==> src/mhe_pkg.sv <==
// ============================================================================
// mhe_pkg
// Shared types, codes and controller/datapath interface structs for the
// binary max-heap extract block.
// ============================================================================
`default_nettype none

package mhe_pkg;

    localparam int DATA_W        = 32;
    localparam int DEFAULT_DEPTH = 16;

    // Operation codes carried in the func field.
    localparam logic FUNC_APPEND  = 1'b0;
    localparam logic FUNC_EXTRACT = 1'b1;

    // Result status codes.
    localparam logic [1:0] STATUS_OK    = 2'd0;
    localparam logic [1:0] STATUS_EMPTY = 2'd1;
    localparam logic [1:0] STATUS_FULL  = 2'd2;

    typedef struct packed {
        logic                     func;
        logic signed [DATA_W-1:0] value;
    } item_t;

    typedef struct packed {
        logic signed [DATA_W-1:0] max_value;
        logic [1:0]               status;
    } result_t;

    // Commands from the controller to the datapath.
    typedef struct packed {
        logic start;     // Item accepted this cycle.
        logic rd_last;   // Capture the root, read the last element, shrink.
        logic ld_last;   // Load the moving element, restart at the root.
        logic rd_left;   // Read the left child of the current node.
        logic rd_right;  // Capture the left child, read the right child.
        logic descend;   // Move the larger child up and step down to it.
        logic settle;    // Write the moving element and post the result.
    } mhe_cmd_t;

    // Status from the datapath to the controller.
    typedef struct packed {
        logic out_free;
        logic is_empty;
        logic has_left;
        logic child_wins;
    } mhe_stat_t;

endpackage

`default_nettype wire

==> src/mhe_ram.sv <==
// ============================================================================
// mhe_ram
// Generic single-write, single-read RAM with a registered read port.
// ============================================================================
`default_nettype none

module mhe_ram #(
    parameter int WIDTH = 32,
    parameter int DEPTH = 16
) (
    input  wire logic                     clk,
    input  wire logic                     we,
    input  wire logic [$clog2(DEPTH)-1:0] waddr,
    input  wire logic [WIDTH-1:0]         wdata,
    input  wire logic [$clog2(DEPTH)-1:0] raddr,
    output logic      [WIDTH-1:0]         rdata
);

    logic [WIDTH-1:0] mem [DEPTH];
    logic [WIDTH-1:0] rdata_reg;

    always_ff @(posedge clk)
    begin
        if (we)
        begin
            mem[waddr] <= wdata;
        end
        rdata_reg <= mem[raddr];
    end

    assign rdata = rdata_reg;

endmodule

`default_nettype wire

==> src/mhe_datapath.sv <==
// ============================================================================
// mhe_datapath
// Heap store, element count, sift-down registers and the result register.
// ============================================================================
`default_nettype none

module mhe_datapath #(
    parameter int DEPTH = mhe_pkg::DEFAULT_DEPTH
) (
    input  wire logic              clk,
    input  wire logic              rst_n,
    input  wire mhe_pkg::mhe_cmd_t cmd,
    output mhe_pkg::mhe_stat_t     stat,
    input  wire mhe_pkg::item_t    item,
    output logic                   result_valid,
    input  wire logic              result_ready,
    output mhe_pkg::result_t       result
);
    import mhe_pkg::*;

    localparam int ADDR_W = $clog2(DEPTH);
    localparam int CNT_W  = $clog2(DEPTH + 1);
    localparam int IDX_W  = ADDR_W + 2;
    localparam logic [CNT_W-1:0] FULL_COUNT = CNT_W'(DEPTH);

    logic [CNT_W-1:0]         count_reg, count_next;
    logic [ADDR_W-1:0]        node_reg, node_next;
    logic signed [DATA_W-1:0] val_reg, val_next;
    logic signed [DATA_W-1:0] max_reg, max_next;
    logic signed [DATA_W-1:0] left_val_reg, left_val_next;
    logic                     out_valid_reg, out_valid_next;
    result_t                  out_reg, out_next;

    logic                     ram_we;
    logic [ADDR_W-1:0]        ram_waddr;
    logic [DATA_W-1:0]        ram_wdata;
    logic [ADDR_W-1:0]        ram_raddr;
    logic [DATA_W-1:0]        ram_rdata;
    logic signed [DATA_W-1:0] rdata_s;

    logic [IDX_W-1:0]         count_ext;
    logic [IDX_W-1:0]         left_idx;
    logic [IDX_W-1:0]         right_idx;
    logic                     has_right;
    logic                     pick_right;
    logic [IDX_W-1:0]         child_idx;
    logic signed [DATA_W-1:0] child_val;
    logic                     is_full;
    logic                     is_empty;
    logic [CNT_W-1:0]         last_idx;

    mhe_ram #(
        .WIDTH (DATA_W),
        .DEPTH (DEPTH)
    ) u_store (
        .clk   (clk),
        .we    (ram_we),
        .waddr (ram_waddr),
        .wdata (ram_wdata),
        .raddr (ram_raddr),
        .rdata (ram_rdata)
    );

    assign rdata_s   = ram_rdata;
    assign count_ext = IDX_W'(count_reg);
    assign left_idx  = {1'b0, node_reg, 1'b1};
    assign right_idx = {1'b0, node_reg, 1'b0} + IDX_W'(2);
    assign has_right = right_idx < count_ext;
    assign is_full   = count_reg == FULL_COUNT;
    assign is_empty  = count_reg == '0;
    assign last_idx  = count_reg - CNT_W'(1);

    // Larger child; on a tie the left one is kept.
    assign pick_right = has_right && (rdata_s > left_val_reg);
    assign child_idx  = pick_right ? right_idx : left_idx;
    assign child_val  = pick_right ? rdata_s : left_val_reg;

    assign stat.out_free   = !out_valid_reg || result_ready;
    assign stat.is_empty   = is_empty;
    assign stat.has_left   = left_idx < count_ext;
    assign stat.child_wins = child_val > val_reg;

    always_comb
    begin
        ram_we         = 1'b0;
        ram_waddr      = node_reg;
        ram_wdata      = val_reg;
        ram_raddr      = '0;
        count_next     = count_reg;
        node_next      = node_reg;
        val_next       = val_reg;
        max_next       = max_reg;
        left_val_next  = left_val_reg;
        out_valid_next = out_valid_reg && !result_ready;
        out_next       = out_reg;

        if (cmd.start)
        begin
            if (item.func == FUNC_APPEND)
            begin
                out_valid_next     = 1'b1;
                out_next.max_value = '0;
                if (is_full)
                begin
                    out_next.status = STATUS_FULL;
                end
                else
                begin
                    out_next.status = STATUS_OK;
                    ram_we          = 1'b1;
                    ram_waddr       = count_reg[ADDR_W-1:0];
                    ram_wdata       = item.value;
                    count_next      = count_reg + CNT_W'(1);
                end
            end
            else if (is_empty)
            begin
                out_valid_next     = 1'b1;
                out_next.max_value = '0;
                out_next.status    = STATUS_EMPTY;
            end
        end

        if (cmd.rd_last)
        begin
            max_next   = rdata_s;
            ram_raddr  = last_idx[ADDR_W-1:0];
            count_next = last_idx;
        end

        if (cmd.ld_last)
        begin
            val_next  = rdata_s;
            node_next = '0;
        end

        if (cmd.rd_left)
        begin
            ram_raddr = left_idx[ADDR_W-1:0];
        end

        if (cmd.rd_right)
        begin
            left_val_next = rdata_s;
            ram_raddr     = right_idx[ADDR_W-1:0];
        end

        if (cmd.descend)
        begin
            ram_we    = 1'b1;
            ram_waddr = node_reg;
            ram_wdata = child_val;
            node_next = child_idx[ADDR_W-1:0];
        end

        if (cmd.settle)
        begin
            ram_we             = 1'b1;
            ram_waddr          = node_reg;
            ram_wdata          = val_reg;
            out_valid_next     = 1'b1;
            out_next.max_value = max_reg;
            out_next.status    = STATUS_OK;
        end
    end

    always_ff @(posedge clk or negedge rst_n)
    begin
        if (!rst_n)
        begin
            count_reg     <= '0;
            out_valid_reg <= 1'b0;
        end
        else
        begin
            count_reg     <= count_next;
            out_valid_reg <= out_valid_next;
        end
    end

    always_ff @(posedge clk)
    begin
        node_reg     <= node_next;
        val_reg      <= val_next;
        max_reg      <= max_next;
        left_val_reg <= left_val_next;
        out_reg      <= out_next;
    end

    assign result_valid = out_valid_reg;
    assign result       = out_reg;

endmodule

`default_nettype wire

==> src/mhe_ctrl.sv <==
// ============================================================================
// mhe_ctrl
// Sequencer for append, extract and the level-by-level sift-down.
// ============================================================================
`default_nettype none

module mhe_ctrl (
    input  wire logic               clk,
    input  wire logic               rst_n,
    input  wire logic               item_valid,
    output logic                    item_ready,
    input  wire logic               item_func,
    input  wire mhe_pkg::mhe_stat_t stat,
    output mhe_pkg::mhe_cmd_t       cmd
);
    import mhe_pkg::*;

    typedef enum logic [5:0] {
        ST_IDLE     = 6'b000001,
        ST_RD_LAST  = 6'b000010,
        ST_LD_LAST  = 6'b000100,
        ST_CHECK    = 6'b001000,
        ST_RD_RIGHT = 6'b010000,
        ST_CMP      = 6'b100000
    } state_t;

    state_t state_reg, state_next;

    assign item_ready = (state_reg == ST_IDLE) && stat.out_free;

    always_comb
    begin
        state_next = state_reg;
        cmd        = '0;
        case (state_reg)
            ST_IDLE:
            begin
                if (item_valid && item_ready)
                begin
                    cmd.start = 1'b1;
                    if (item_func == FUNC_EXTRACT && !stat.is_empty)
                    begin
                        state_next = ST_RD_LAST;
                    end
                end
            end
            ST_RD_LAST:
            begin
                cmd.rd_last = 1'b1;
                state_next  = ST_LD_LAST;
            end
            ST_LD_LAST:
            begin
                cmd.ld_last = 1'b1;
                state_next  = ST_CHECK;
            end
            ST_CHECK:
            begin
                if (stat.has_left)
                begin
                    cmd.rd_left = 1'b1;
                    state_next  = ST_RD_RIGHT;
                end
                else
                begin
                    cmd.settle = 1'b1;
                    state_next = ST_IDLE;
                end
            end
            ST_RD_RIGHT:
            begin
                cmd.rd_right = 1'b1;
                state_next   = ST_CMP;
            end
            ST_CMP:
            begin
                if (stat.child_wins)
                begin
                    cmd.descend = 1'b1;
                    state_next  = ST_CHECK;
                end
                else
                begin
                    cmd.settle = 1'b1;
                    state_next = ST_IDLE;
                end
            end
            default:
            begin
                state_next = ST_IDLE;
            end
        endcase
    end

    always_ff @(posedge clk or negedge rst_n)
    begin
        if (!rst_n)
        begin
            state_reg <= ST_IDLE;
        end
        else
        begin
            state_reg <= state_next;
        end
    end

endmodule

`default_nettype wire

==> src/max_heap_extract.sv <==
// ============================================================================
// max_heap_extract
// Binary max-heap of signed 32-bit values with append and extract-max.
// ============================================================================
// Each input beat is either an append or an extract, and each produces
// exactly one result beat. An append takes one cycle: the value is written
// at the next free slot without any reordering, so the caller is expected
// to load values that already form a valid heap. An extract returns the root
// and sifts the former last element down from the root, by at most log2
// of DEPTH levels. Each level is paced by the single read port of the
// heap store: it reads the left and the right child one after the other,
// and the registered read output feeds the compare. Extract from an empty
// heap reports an empty status and append to a full store reports a full
// status, both without changing the heap.
// A finished result waits in an output register, and the next beat is taken
// in the same cycle that the previous result is taken.
`default_nettype none

module max_heap_extract #(
    parameter int DEPTH = mhe_pkg::DEFAULT_DEPTH
) (
    input  wire logic             clk,
    input  wire logic             rst_n,
    input  wire logic             item_valid,
    output logic                  item_ready,
    input  wire mhe_pkg::item_t   item,
    output logic                  result_valid,
    input  wire logic             result_ready,
    output mhe_pkg::result_t      result
);
    import mhe_pkg::*;

    // Command and status buses between the sequencer and the datapath.
    mhe_cmd_t  cmd;
    mhe_stat_t stat;

    // The sequencer walks the sift-down one level at a time: read left child,
    // read right child, compare, then move the larger child up or settle the
    // moving element in place. A node without a left child settles at once.
    mhe_ctrl u_ctrl (
        .clk        (clk),
        .rst_n      (rst_n),
        .item_valid (item_valid),
        .item_ready (item_ready),
        .item_func  (item.func),
        .stat       (stat),
        .cmd        (cmd)
    );

    // The datapath owns the heap store, the element count, the moving
    // element and the result register.
    mhe_datapath #(
        .DEPTH (DEPTH)
    ) u_datapath (
        .clk          (clk),
        .rst_n        (rst_n),
        .cmd          (cmd),
        .stat         (stat),
        .item         (item),
        .result_valid (result_valid),
        .result_ready (result_ready),
        .result       (result)
    );

endmodule

`default_nettype wire

==> config.mk <==
export PLATFORM = sky130hd
export DESIGN_NAME = max_heap_extract
export DESIGN_NICKNAME = d
export VERILOG_FILES = /design/src/mhe_pkg.sv /design/src/mhe_ram.sv /design/src/mhe_datapath.sv /design/src/mhe_ctrl.sv /design/src/max_heap_extract.sv
export SDC_FILE = /design/constraint.sdc
export NUM_CORES = 1
export LEC_CHECK = 0
export ABC_AREA = 0
export ABC_CLOCK_PERIOD_IN_PS = 6750
export BUFFER_PORTS_ARGS = -buffer_cell sky130_fd_sc_hd__buf_4
export CORE_ASPECT_RATIO = 1.4
export CORE_MARGIN = 4
export CORE_UTILIZATION = 50
export DETAILED_ROUTE_END_ITERATION = 6
export PLACE_DENSITY = 0.67
export SYNTH_ARGS = -nofsm -noshare
export SYNTH_HDL_FRONTEND = slang
export SYNTH_SLANG_ARGS = --single-unit
==> constraint.sdc <==
create_clock -name clk -period 6.75 [get_ports clk]
set_input_delay 0.675 -clock clk [delete_from_list [all_inputs] [get_ports clk]]
set_output_delay 0.675 -clock clk [all_outputs]
set_load 0.01 [all_outputs]
# Yosys cells after proc, flatten, opt, wreduce, memory -nomap -nowiden
# Memories as Yosys holds them, arrays and structs flattened. A register that Yosys moved wholly into a read port is not among the register bits.
# Cells that the tools add are included.
[classes]
eq_ne = 13
order_cmp = 4
n_reduce_logical = 17
n_mux = 54
add_sub_neg = 3
[op_table]
columns = ["cell", "count"]
rows = [
  ["$mux W32", 6],
  ["$mux W34", 4],
  ["$gt A32 B32 Y1", 2],
  ["$mux W4", 12],
  ["$pmux W6 S6", 1],
  ["$mux W5", 5],
  ["$mux W1", 22],
  ["$mux W6", 2],
  ["$add A5 B2 Y6 const B", 1],
  ["$eq A6 B1 Y1 const B", 1],
  ["$eq A6 B2 Y1 const B", 1],
  ["$eq A6 B3 Y1 const B", 1],
  ["$eq A6 B4 Y1 const B", 1],
  ["$eq A6 B5 Y1 const B", 1],
  ["$eq A6 B6 Y1 const B", 1],
  ["$lt A6 B5 Y1", 1],
  ["$ne A2 B2 Y1 const B", 3],
  ["$reduce_and A2 Y1", 3],
  ["$reduce_bool A2 Y1", 3],
  ["$add A5 B1 Y5 const B", 1],
  ["$eq A5 B5 Y1 const B", 1],
  ["$logic_and A1 B1 Y1", 5],
  ["$logic_not A5 Y1", 1],
  ["$lt A5 B5 Y1", 1],
  ["other kinds (8)", 11],
]
[word_totals]
memories = 1
ff_bits = 146
ramBits = 512
inputBits = 37
word_cells = 101
out_inout_bits = 36
[memory_table]
columns = ["memory", "depth", "width", "rd", "rd_ports_with_merged_regs", "write_ports", "line_no", "source"]
rows = [
  ["u_datapath.u_store.mem", 16, 32, 1, 1, 1, "mhe_ram.sv:19", "logic [WIDTH-1:0] mem [DEPTH];"],
]

# Logic depth before layout (Yosys ltp)
[logic_depth]
depth_word = 11
depth_mapped = 23

# Hierarchy
# From an unflattened synthesis, not the netlist that was laid out.
[hier_totals]
cells_unflattened = 1554
area_unflattened_um2 = 28172.0
[modules_own_cells]
columns = ["mod", "seq_area_each_um2", "cells_each", "area_each_um2", "instances"]
rows = [
  ["mhe_ram", 16015.4, 838, 19854.0, 1],
  ["mhe_datapath", 4154.0, 673, 7942.6, 1],
  ["mhe_ctrl", 151.4, 43, 375.4, 1],
]

# Least setup slack after synthesis
# Ideal clock, no wire load.
[synth_timing]
path_kind = "flip-flop to flip-flop"
from = "register u_datapath.left_val_reg[31]"
to = "register u_datapath.out_reg, in the netlist u_datapath.result[10], enable pin"
setup_slack_ps = 1409
t_arrival_ps = 4951
path_stages_with_launch = 23
t_required_ps = 6361
period_less_slack_ps = 5341
path_cell_list = "edfxtp_1 -> inv_1 -> ha_1 -> nand4_1 -> nor4_1 -> nand2_1 -> a41oi_2 -> or4b_1 -> o2111a_1 -> buf_6 -> buf_6 -> mux2i_1 -> inv_1 -> ha_1 -> a21o_1 -> nand3_1 -> a21oi_1 -> or4b_2 -> a211oi_1 -> nor2_1 -> o21a_1 -> buf_2 -> nand2_1"
[synth_via]
elab_chain_cells = 8
word_cells_on_any_way = 9
[synth_rtl]
columns = ["item", "line_no", "source"]
rows = [
  ["start: declaration", "mhe_datapath.sv:30", "logic signed [DATA_W-1:0] left_val_reg, left_val_next;"],
  ["start signal: assignment", "mhe_datapath.sv:186", "left_val_reg <= left_val_next;"],
  ["$gt A32 B32 Y1", "mhe_datapath.sv:74", "assign pick_right = has_right && (rdata_s > left_val_reg);"],
  ["$logic_and A1 B1 Y1", "mhe_datapath.sv:74", ""],
  ["$mux W32 *", "mhe_datapath.sv:76", "assign child_val = pick_right ? rdata_s : left_val_reg;"],
  ["$gt A32 B32 Y1 *", "mhe_datapath.sv:81", "assign stat.child_wins = child_val > val_reg;"],
  ["$mux W1 *", "mhe_ctrl.sv:77", "if (stat.child_wins)"],
  ["$pmux W1 S2 *", "mhe_ctrl.sv:35", "case (state_reg)"],
  ["$ne A3 B1 Y1 (no line) / $reduce_bool A2 Y1 (equally long branches)", "-", ""],
  ["$reduce_and A2 Y1 (no line) *", "-", ""],
  ["end signal: assignment", "mhe_datapath.sv:187", "out_reg <= out_next;"],
  ["end: declaration", "mhe_datapath.sv:32", "result_t out_reg, out_next;"],
]
# Mark *: on every way between the ends. The rest lies on a longest branch, timed or not.
# A chain may end at the register's enable or synchronous reset.

# Worst setup path in the final report
[layout_timing]
from = "register u_datapath.left_val_reg[31]"
to = "memory u_datapath.u_store.mem[12][27] (data pin)"
[layout_via]
elab_chain_cells = 8
word_cells_on_any_way = 10
[layout_rtl]
columns = ["item", "line_no", "source"]
rows = [
  ["$gt A32 B32 Y1", "mhe_datapath.sv:74", ""],
  ["$logic_and A1 B1 Y1", "mhe_datapath.sv:74", ""],
  ["$mux W32 *", "mhe_datapath.sv:76", ""],
  ["$gt A32 B32 Y1", "mhe_datapath.sv:81", ""],
  ["$mux W1", "mhe_ctrl.sv:77", ""],
  ["$mux W1", "mhe_ctrl.sv:35", ""],
  ["$mux W32", "mhe_datapath.sv:148", "if (cmd.descend)"],
  ["$mux W32 *", "mhe_datapath.sv:156", "if (cmd.settle)"],
  ["net u_datapath.ram_wdata[27]", "mhe_datapath.sv:36", "logic [DATA_W-1:0] ram_wdata;"],
  ["end: declaration", "mhe_ram.sv:19", ""],
]
# The timed path passes the listed nets; every way through them passes the cells marked *.

==> flow_metrics.py <==
metrics = {
    "setup_path": {
        "ff2ff_path_depth": 18,
        "crit_end": "u_datapath.u_store.mem[12][27]",
        "worstSetupStartpoint": "u_datapath.left_val_reg[31]",
        "reg2reg_to": "u_datapath.u_store.mem[12][27]",
        "crit_required_ns": 7.02,
        "end_kind": "flop",
        "critPathMaxFanout": 19,
        "critPathArrivalTime_ns": 6.66,
        "worstSetupPathType": "flop to flop",
        "ff2ff_setup_slack_ns": 0.36,
        "cp-start-kind": "flop",
        "r2r_start": "u_datapath.left_val_reg[31]",
        "slowest_delay_ns": 0.81,
        "cp_cell_sequence": "inv_1 -> ha_1 -> nand4_1 -> nor4_1 -> nand2_1 -> a41oi_2 -> or4b_1 -> o2111a_2 -> buf_4 -> mux2_4 -> ha_1 -> nand4_1 -> nor4_1 -> buf_4 -> a211oi_1 -> or3_2 -> buf_12 -> o211ai_1",
        "timing.critical_path.slowest_stage_cell": "o211ai_1",
    },
    "synth": {
        "postSynthNetCount": 2289,
        "synth.distinct_cells": 62,
        "async_flop_share_pct": 1.739,
        "yosysWarnings": 0,
        "synth_area_mm2": 0.02886,
        "synth-edff-count": 644,
        "ys_seq_area_share_pct": 70.40,
        "ys.flop_type": "edfxtp_1",
        "synthCells": 2177,
        "ys_ff_latch": 690,
        "syn_area_per_cell_um2": 13.26,
    },
    "min_path": {
        "hold_class": "input pin to flop",
        "hold_depth": 3,
    },
    "routing": {
        "drc": 0,
        "vias_per_cell": 5.863,
        "drt.antenna.violating_nets": 0,
        "drt-total-wl_mm": 72.04,
        "dr.pass1.iters": 5,
        "drtIter0Drc": 1793,
        "vias": 17880,
        "wl_per_cell_um": 23.63,
    },
    "power": {
        "p_leak_nw": 11.98,
        "p_per_area_mw_per_mm2": 312.5,
        "ir_worst_vdd_uv": 223.7,
    },
    "flow_run": {
        "maxCapViolations": 0,
    },
    "clock_tree": {
        "htree_levels": 2,
        "cts_tree": "yes",
        "numCtsBuffers": 60,
        "clockRootBuffer": "clkbuf_16",
        "cts_sinks": 690,
        "clk_path_buf_depth": 3,
        "clock_latency_ns": 0.62,
        "ctsResizeCount": 0,
        "path_clk_slew_ns": 0.07,
    },
    "timing": {
        "clock_skew_ns": 0.02537,
        "grt_setup_unrepaired": "no",
        "post-route-min-period_ns": 6.390,
        "setup_viol": 0,
        "max_freq_ghz": 0.1565,
        "hold_ws_ns": 0.3409,
        "setup_tns_ns": 0,
        "worst_pin_slew_ns": 1.196,
        "slew_violations": 0,
        "min_period_over_period_pct": 94.67,
        "slew-limit-headroom_pct": 20.06,
        "hold_violations": 0,
    },
    "grt": {
        "grt_max_degree": 190,
        "grt_overflow": 0,
        "grt_usage_pct": 22.78,
        "grt_pass1_wl_mm": 106.9,
        "antenna_found_initial": 0,
        "first_global_vias": 17320,
    },
    "die": {
        "io_pins": 73,
        "start_util_pct": 50.79,
        "die-area_mm2": 0.06169,
        "rows": 103,
        "core_mm2": 0.05683,
        "die_y_um": 292.3,
        "die_width_um": 211.1,
    },
    "place": {
        "portBuffers": 72,
        "dpl.hpwl_mm": 42.47,
        "routabilityCongestion": 0.8762,
    },
    "final_layout": {
        "final_util_pct": 57.21,
        "largest_reg_flops": 512,
        "drive_above_1_share_pct": 11.45,
        "largest_register": "u_datapath.u_store.mem",
        "syn_to_final_growth_pct": 12.65,
        "final_nets": 2374,
        "antenna_cells": 0,
    },
    "status": {
        "status": "completed",
    },
}
area by class of cell:
type | instances | area [um2]
sequential | 690 | 20320
multi-input combinational | 1267 | 7769
clock buffer | 81 | 1717
fill | 4471 | 24320
inverter | 106 | 397.9
clock inverter | 33 | 299.0
tap | 735 | 919.6
timing repair buffer | 137 | 1094
layer usage:
layer	track usage (%)	up-vias	wire length, um
li1	-	8120	-
met5	0	-	0
met1	30.67	8871	28870
met2	38.23	734	35390
met4	7.926	0	2655
met3	3.203	151	5128
worst min-delay path by stage:
stage / from / endpoint / slack (ns)
finish: result_ready / u_datapath.result_valid / 0.34
global placement: u_datapath.result[1] / u_datapath.result[1] / 0.48
detailed placement: u_datapath.result[1] / u_datapath.result[1] / 0.47
floorplan: rst_n / u_ctrl.state_reg[1] / 0.38
CTS: result_ready / u_datapath.result_valid / 0.32
global route: result_ready / u_datapath.result_valid / 0.37
cell usage in the layout (no fill, tap or decap), drive strengths merged, types with 8 or more instances in the layout:
cell / instances
clkinv: 24
dfxtp: 34
nand3: 140
a32oi: 33
o211ai: 33
mux2i: 128
clkbuf: 81
buf: 136
ha: 75
a21oi: 28
o221ai: 33
nand3b: 34
nor2b: 37
nand2: 508
xnor2: 8
nand4: 10
dfrtp: 11
inv: 109
edfxtp: 644
o21ai: 80
nor2: 42
synthesized netlist by cell type (34+ instances only):
library cell	n	area, um2
edfxtp_1	644	19340
nand2_1	508	1907
nand3_1	140	700.7
mux2i_1	128	1281
inv_1	106	397.9
o21ai_0	78	390.4
ha_1	75	938.4
clkbuf_1	60	225.2
nor2_1	42	157.7
buf_2	38	190.2
nor2b_1	37	231.5
dfxtp_1	34	680.7
nand3b_1	34	255.2
kinds of logic (layout without fill, tap and decap cells):
family	count (synthesis)	after routing	share of synthesized area [%]
fa+ha+maj	75	75	3.251
flops	690	690	70.40
mux	129	129	4.491
xor+xnor	10	10	0.3035
simple gates	808	808	12.46
compound gates	245	245	5.861
buf+inv	220	357	3.234
per-stage QoR:
step / total power (W) / setup slack, ns / instance area [um2] / instances
floorplan: 0.006179 / 1.409 / 28860 / 2177
global placement: 0.006680 / 0.2989 / 30330 / 2912
detailed placement: 0.006727 / 0.1693 / 30330 / 2912
CTS: 0.01016 / 0.1960 / 32350 / 3027
global route: 0.01053 / 0.002260 / 32520 / 3049
finish: 0.01016 / 0.3597 / 32520 / 3049
critical path: cells and delay by family (launching register included):
family	cells	cell delay, ns
multiplexers	1	0.35
flip-flops	1	0.36
AND/OR/NAND/NOR	7	2.38
adder cells (fa/ha/maj)	2	0.73
buffers and inverters	4	0.79
AO/OA/AOI/OAI	4	1.37
power by group:
group          total, W  internal [W]  switching, W  leakage, nW
registers       0.00523       0.00507      0.000162         6.25
logic           0.00145      0.000495      0.000951         4.73
clock network   0.00348       0.00195       0.00154        0.994
timing repair:
item	CTS	global route
setup endpoints to repair	0	363
hold endpoints to repair	11	0
setup buffers	0	22
hold buffers	1	0
Note: power is estimated with default switching activity, not from simulation.
